File: src/hdl/fbat_pkg.sv
// Package for the flow byte accounting table.
// Holds widths, command codes, the sequencer state type and the cell control struct.
// No dependencies.
package fbat_pkg;

  localparam int DEPTH_DEFAULT = 64;
  localparam int KEY_W         = 64;
  localparam int CNT_W         = 32;
  localparam int LEN_W         = 16;
  localparam int DROP_W        = 16;

  localparam logic CMD_UPDATE = 1'b0;
  localparam logic CMD_FLUSH  = 1'b1;

  typedef enum logic [1:0] {
    ST_IDLE,
    ST_MATCH,
    ST_APPLY,
    ST_FLUSH
  } state_t;

  // Control broadcast to every cell of the chain.
  typedef struct packed {
    logic              match;
    logic              apply;
    logic              append;
    logic              shift;
    logic              inbound;
    logic [LEN_W-1:0]  len;
    logic [KEY_W-1:0]  key;
  } cell_ctrl_t;

  function automatic logic [CNT_W-1:0] sat_add(input logic [CNT_W-1:0] a,
                                               input logic [LEN_W-1:0] b);
    logic [CNT_W:0] sum;
    sum = {1'b0, a} + {{(CNT_W + 1 - LEN_W){1'b0}}, b};
    return sum[CNT_W] ? {CNT_W{1'b1}} : sum[CNT_W-1:0];
  endfunction

endpackage

File: src/hdl/fbat_cell.sv
// One entry of the flow table chain: key, inbound and outbound byte counts.
// Depends on fbat_pkg (cell_ctrl_t, widths, sat_add).
module fbat_cell #(
  parameter int IDX    = 0,
  parameter int CNTR_W = 7
) (
  input  logic                      clk,
  input  logic                      rst,
  input  fbat_pkg::cell_ctrl_t      ctrl,
  input  logic [CNTR_W-1:0]         count,
  input  logic [fbat_pkg::KEY_W-1:0] nbr_key,
  input  logic [fbat_pkg::CNT_W-1:0] nbr_in,
  input  logic [fbat_pkg::CNT_W-1:0] nbr_out,
  output logic [fbat_pkg::KEY_W-1:0] key,
  output logic [fbat_pkg::CNT_W-1:0] in_cnt,
  output logic [fbat_pkg::CNT_W-1:0] out_cnt,
  output logic                      hit
);
  import fbat_pkg::*;

  logic in_use;
  logic is_tail;

  assign in_use  = CNTR_W'(IDX) < count;
  assign is_tail = CNTR_W'(IDX) == count;

  always_ff @(posedge clk) begin
    if (rst) begin
      hit <= 1'b0;
    end else if (ctrl.match) begin
      hit <= in_use && (key == ctrl.key);
    end
  end

  always_ff @(posedge clk) begin
    if (ctrl.shift) begin
      key     <= nbr_key;
      in_cnt  <= nbr_in;
      out_cnt <= nbr_out;
    end else if (ctrl.apply) begin
      if (hit) begin
        if (ctrl.inbound) begin
          in_cnt <= sat_add(in_cnt, ctrl.len);
        end else begin
          out_cnt <= sat_add(out_cnt, ctrl.len);
        end
      end else if (ctrl.append && is_tail) begin
        key     <= ctrl.key;
        in_cnt  <= ctrl.inbound ? {{(CNT_W - LEN_W){1'b0}}, ctrl.len} : '0;
        out_cnt <= ctrl.inbound ? '0 : {{(CNT_W - LEN_W){1'b0}}, ctrl.len};
      end
    end
  end

endmodule

File: config.mk
export PLATFORM = sky130hd
export DESIGN_NAME = fbat_cell
export DESIGN_NICKNAME = d
export VERILOG_FILES = /design/src/hdl/fbat_pkg.sv /design/src/hdl/fbat_cell.sv
export SDC_FILE = /design/constraint.sdc
export NUM_CORES = 1
export LEC_CHECK = 0
export BUFFER_PORTS_ARGS = -buffer_cell sky130_fd_sc_hd__buf_2
export CAP_MARGIN = 10
export CORE_MARGIN = 8
export CORE_UTILIZATION = 45
export DETAILED_ROUTE_END_ITERATION = 8
export PLACE_DENSITY = 0.8
export SLEW_MARGIN = 25
export SYNTH_ARGS = -nofsm -noshare
export SYNTH_HDL_FRONTEND = slang
export SYNTH_SLANG_ARGS = --single-unit
export TNS_END_PERCENT = 100
File: constraint.sdc
create_clock -name clk -period 5.06 [get_ports clk]
set_clock_uncertainty 0.15 [all_clocks]
set_input_delay 0.506 -clock clk [delete_from_list [all_inputs] [get_ports clk]]
set_output_delay 0.506 -clock clk [all_outputs]
set_load 0.01 [all_outputs]
==> metrics.csv <==
stage,metric,value,unit
status,status,"finished, final reports clean",
synthesis,Synth Area in Adders,0.0500,
setup_path,worst-path maximum fanout,17,
timing,final hold viol count,0,
synthesis,"Seq/Total Area, Yosys",0.439,
setup_path,CP endpoint kind,flop,
power,Power Internal,2.32,mW
placed_design,Port Buffers,350,
floorplan,initial core utilization,0.456,
synthesis,Post-Synth Simple-Gate Area,0.120,
clock_tree,TritonCTS clock tree,built,
synthesis,Netlist cell types,69,
setup_path,R2R Path End,in_cnt[10],
synthesis,Compound-Gate Fraction of Synth Area,0.193,
setup_path,Worst EP required,5.08,ns
timing,final worst slack,1.43,ns
synthesis,synth top area cells,"edfxtp_1 44%, mux2_2 7.2%, xnor2_1 5.5%",
detailed_routing,total number of vias,8586,
placed_design,placer congestion estimate,0.940,
synthesis,Most used DFF post-synth,edfxtp_1,
layout,Nets,1422,
timing,final setup fails,0,
clock_tree,H-tree levels,4,
timing,RSZ-0062 raised after global routing,false,
power,peak supply drop,0.218,mV
timing,f_max,275,MHz
synthesis,Mapped Cells,828,
timing,Max-slew headroom,0.400,
clock_tree,root buf cell,clkbuf_16,
setup_path,Worst Reg-to-Reg Cells,9,
min_path,Hold Crit Class,in -> reg,
floorplan,DIE AREA,24300,sq um
synthesis,largest area contributor in the netlist,edfxtp_1,
synthesis,asr flop ratio synth,0,
floorplan,Chip Width,156,um
synthesis,"Warnings, synthesis",0,
global_routing,vias in the first global route,8751,
clock_tree,"Reg clk slew, reported paths",0.06,ns
clock_tree,Num Clock Sinks,129,
clock_tree,CTS buffer count,17,
synthesis,post-synth top area share,0.436,
layout,layout cells sized above 1,0.392,
synthesis,largest family of logic cells by synthesized area,compound AO/OA/AOI/OAI gates,
synthesis,Mapped Nets,1084,
placed_design,hpwl dp,25300,um
synthesis,Synth Register Bits,129,
power,sequential fraction of design power,0.402,
synthesis,mapped cell area,8810,sq um
power,Pwr Density,290,nW/um^2
detailed_routing,Post-DRT Antenna Nets,0,
clock_tree,clock tree buffer depth,2,
setup_path,arrival time at the worst endpoint,3.65,ns
floorplan,row count,51,
power,NetSw,0.985,mW
detailed_routing,DRT iter0 DRCs,738,
clock_tree,Resize count post-CTS,0,
setup_path,r2r startpoint,in_cnt[0],
power,Leak,4.76,nW
detailed_routing,DRC viols,0,
synthesis,mux contribution to synthesized area,0.0773,
setup_path,Startpoint Class,flop,
setup_path,capture point of the critical path,in_cnt[10],
clock_tree,Hold Buf Count CTS,0,
global_routing,Total GRT Usage,0.257,
layout,area delta synth->final,29.4,%
synthesis,Post-synth EDFFs,128,
global_routing,grt ovf,0,
global_routing,initial antenna violation count,7,
run,Max-Cap Viols,0,
clock_tree,Post-CTS Setup Bufs,0,
synthesis,Post-Synth XOR/XNOR Area,0.0855,
setup_path,Crit Path Category,reg -> reg,
synthesis,Syn Area/Cell,10.6,sq um
power,Combinational Power Share,0.210,
power,Clock power frac,0.388,
timing,final setup TNS,0,ns
power,Switching Fraction,0.298,
timing,Final min period,3.63,ns
timing,worst slew pin tran,0.900,ns
detailed_routing,TritonRoute pass-1 iters,7,
floorplan,Core Area,19300,sq um
global_routing,largest net degree at the start of global routing,75,
floorplan,die height,156,um
detailed_routing,routed len/inst,22.3,um
timing,"Slew Viols, Final",0,
global_routing,global-route wire length before repair,48500,um
detailed_routing,Routed WL,32400,um
layout,fill count,1685,
setup_path,Reg2Reg Setup Slack,1.43,ns
detailed_routing,Via density,5.92,
clock_tree,"Clk Latency, worst-skew pair",0.42,ns
setup_path,CP startpoint,in_cnt[0],
placed_design,Placement Setup Slack,1.22,ns
timing,Tcrit/Tclk final,0.718,
power,Total Power,3.30,mW
floorplan,I/O pin cnt,351,
-- logic make-up (layout without fill, tap and decap cells) --
kind of cell             Yosys count  in the layout
AO/OA/AOI/OAI                    246            246
XOR/XNOR                          86             86
adder cells (fa/ha/maj)           34             34
buffers and inverters             65            416
flip-flops                       129            129
multiplexers                      61             61
other                              0              6
AND/OR/NAND/NOR                  207            207
-- power groups by stage --
stage | clock (mW) | combinational (mW) | sequential, mW
floorplan | 0 | 0.378 | 1.37
global placement | 0 | 0.671 | 1.34
detailed placement | 0 | 0.688 | 1.35
CTS | 1.30 | 0.692 | 1.33
global route | 1.34 | 0.756 | 1.34
finish | 1.28 | 0.695 | 1.33
-- flip-flops by register name (all words and copies together) (netlist names) --
signal	flops
key	64
in_cnt	32
out_cnt	32
hit	1
-- synthesized netlist by cell type, drive strengths merged, types with 3 or more instances --
library cell and number:
a221o 31, a221oi 4, a21oi 81, buf 10, a211oi 8, a32oi 3
ha 32, o22ai 7, nand4 33, clkbuf 27, and4 5, and3 4
inv 26, mux2i 5, nand3 28, o2bb2ai 5, xnor2 55, a22o 4
a22oi 4, mux2 56, o211ai 11, o31ai 6, xor2 31, o21ai 32
a21boi 3, a31o 3, nor2 29, and2 6, o21bai 5, a21o 11
nand2 64, nor4 10, nand2b 8, edfxtp 128, a2111oi 4, or4 4
o21a 8, nor3 8
-- worst max-delay path, stage by stage, from the launching register on --
cell and delay, ns:
edfxtp_1 0.42, ha_1 0.25, fa_1 0.42, a21o_1 0.22, a311o_2 0.42, a311o_1 0.32, nand4_4 0.16, a211o_1 0.58
a21oi_1 0.16, a221o_1 0.29
-- cell usage in the layout, fill, tap and decap left out, types with 17 or more instances in the layout --
| cell | Yosys | layout |
|---|---|---|
| xor2_1 | 31 | 31 |
| a221o_1 | 31 | 31 |
| nand4_1 | 32 | 32 |
| mux2_2 | 56 | 56 |
| o21ai_0 | 31 | 31 |
| a21oi_1 | 78 | 77 |
| nor2_1 | 29 | 27 |
| ha_1 | 32 | 32 |
| inv_1 | 26 | 26 |
| xnor2_1 | 55 | 55 |
| nand2_1 | 64 | 64 |
| buf_2 | 2 | 349 |
| edfxtp_1 | 128 | 128 |
| nand3_1 | 28 | 28 |
| clkbuf_16 | 0 | 17 |
-- worst min-delay path by stage --
stage / from / endpoint / slack, ns / cells past startpoint
floorplan: hit / hit / 0.39 / 2
global placement: out_cnt[26] / out_cnt[26] / 0.49 / 2
detailed placement: hit / hit / 0.52 / 2
CTS: rst / hit / 0.08 / 2
global route: rst / hit / 0.09 / 2
finish: rst / hit / 0.1 / 2
-- metrics by stage --
stage | util | std cells | hold slack, ns | area [sq um]
after floorplan | - | 828 | 0.393 | 8810
after global placement | 0.556 | 1411 | 0.487 | 10800
after detailed placement | 0.558 | 1412 | 0.516 | 10800
after CTS | 0.588 | 1444 | 0.0788 | 11400
after global routing | 0.589 | 1449 | 0.0895 | 11400
final | 0.590 | 1450 | 0.0972 | 11400
-- layer usage --
| layer | vias up | part of all wire | global-route usage |
|---|---|---|---|
| met5 | - | 0.00083 | 0 |
| met4 | 4 | 0.038 | 0.115 |
| met3 | 65 | 0.11 | 0.0776 |
| met2 | 518 | 0.49 | 0.436 |
| met1 | 4069 | 0.36 | 0.293 |
| li1 | 3930 | - | - |
-- area by class of cell --
type / instances / area (sq um) / area share
multi-input combinational: 634 / 4660 / 0.409
sequential: 129 / 3860 / 0.339
timing repair buffer: 358 / 1830 / 0.161
clock buffer: 17 / 425 / 0.0373
tap: 265 / 332 / 0.0291
clock inverter: 15 / 169 / 0.0148
inverter: 26 / 97.6 / 0.00856
antenna: 6 / 15.0 / 0.00132
No activity file was read; power rests on OpenSTA's default activity.
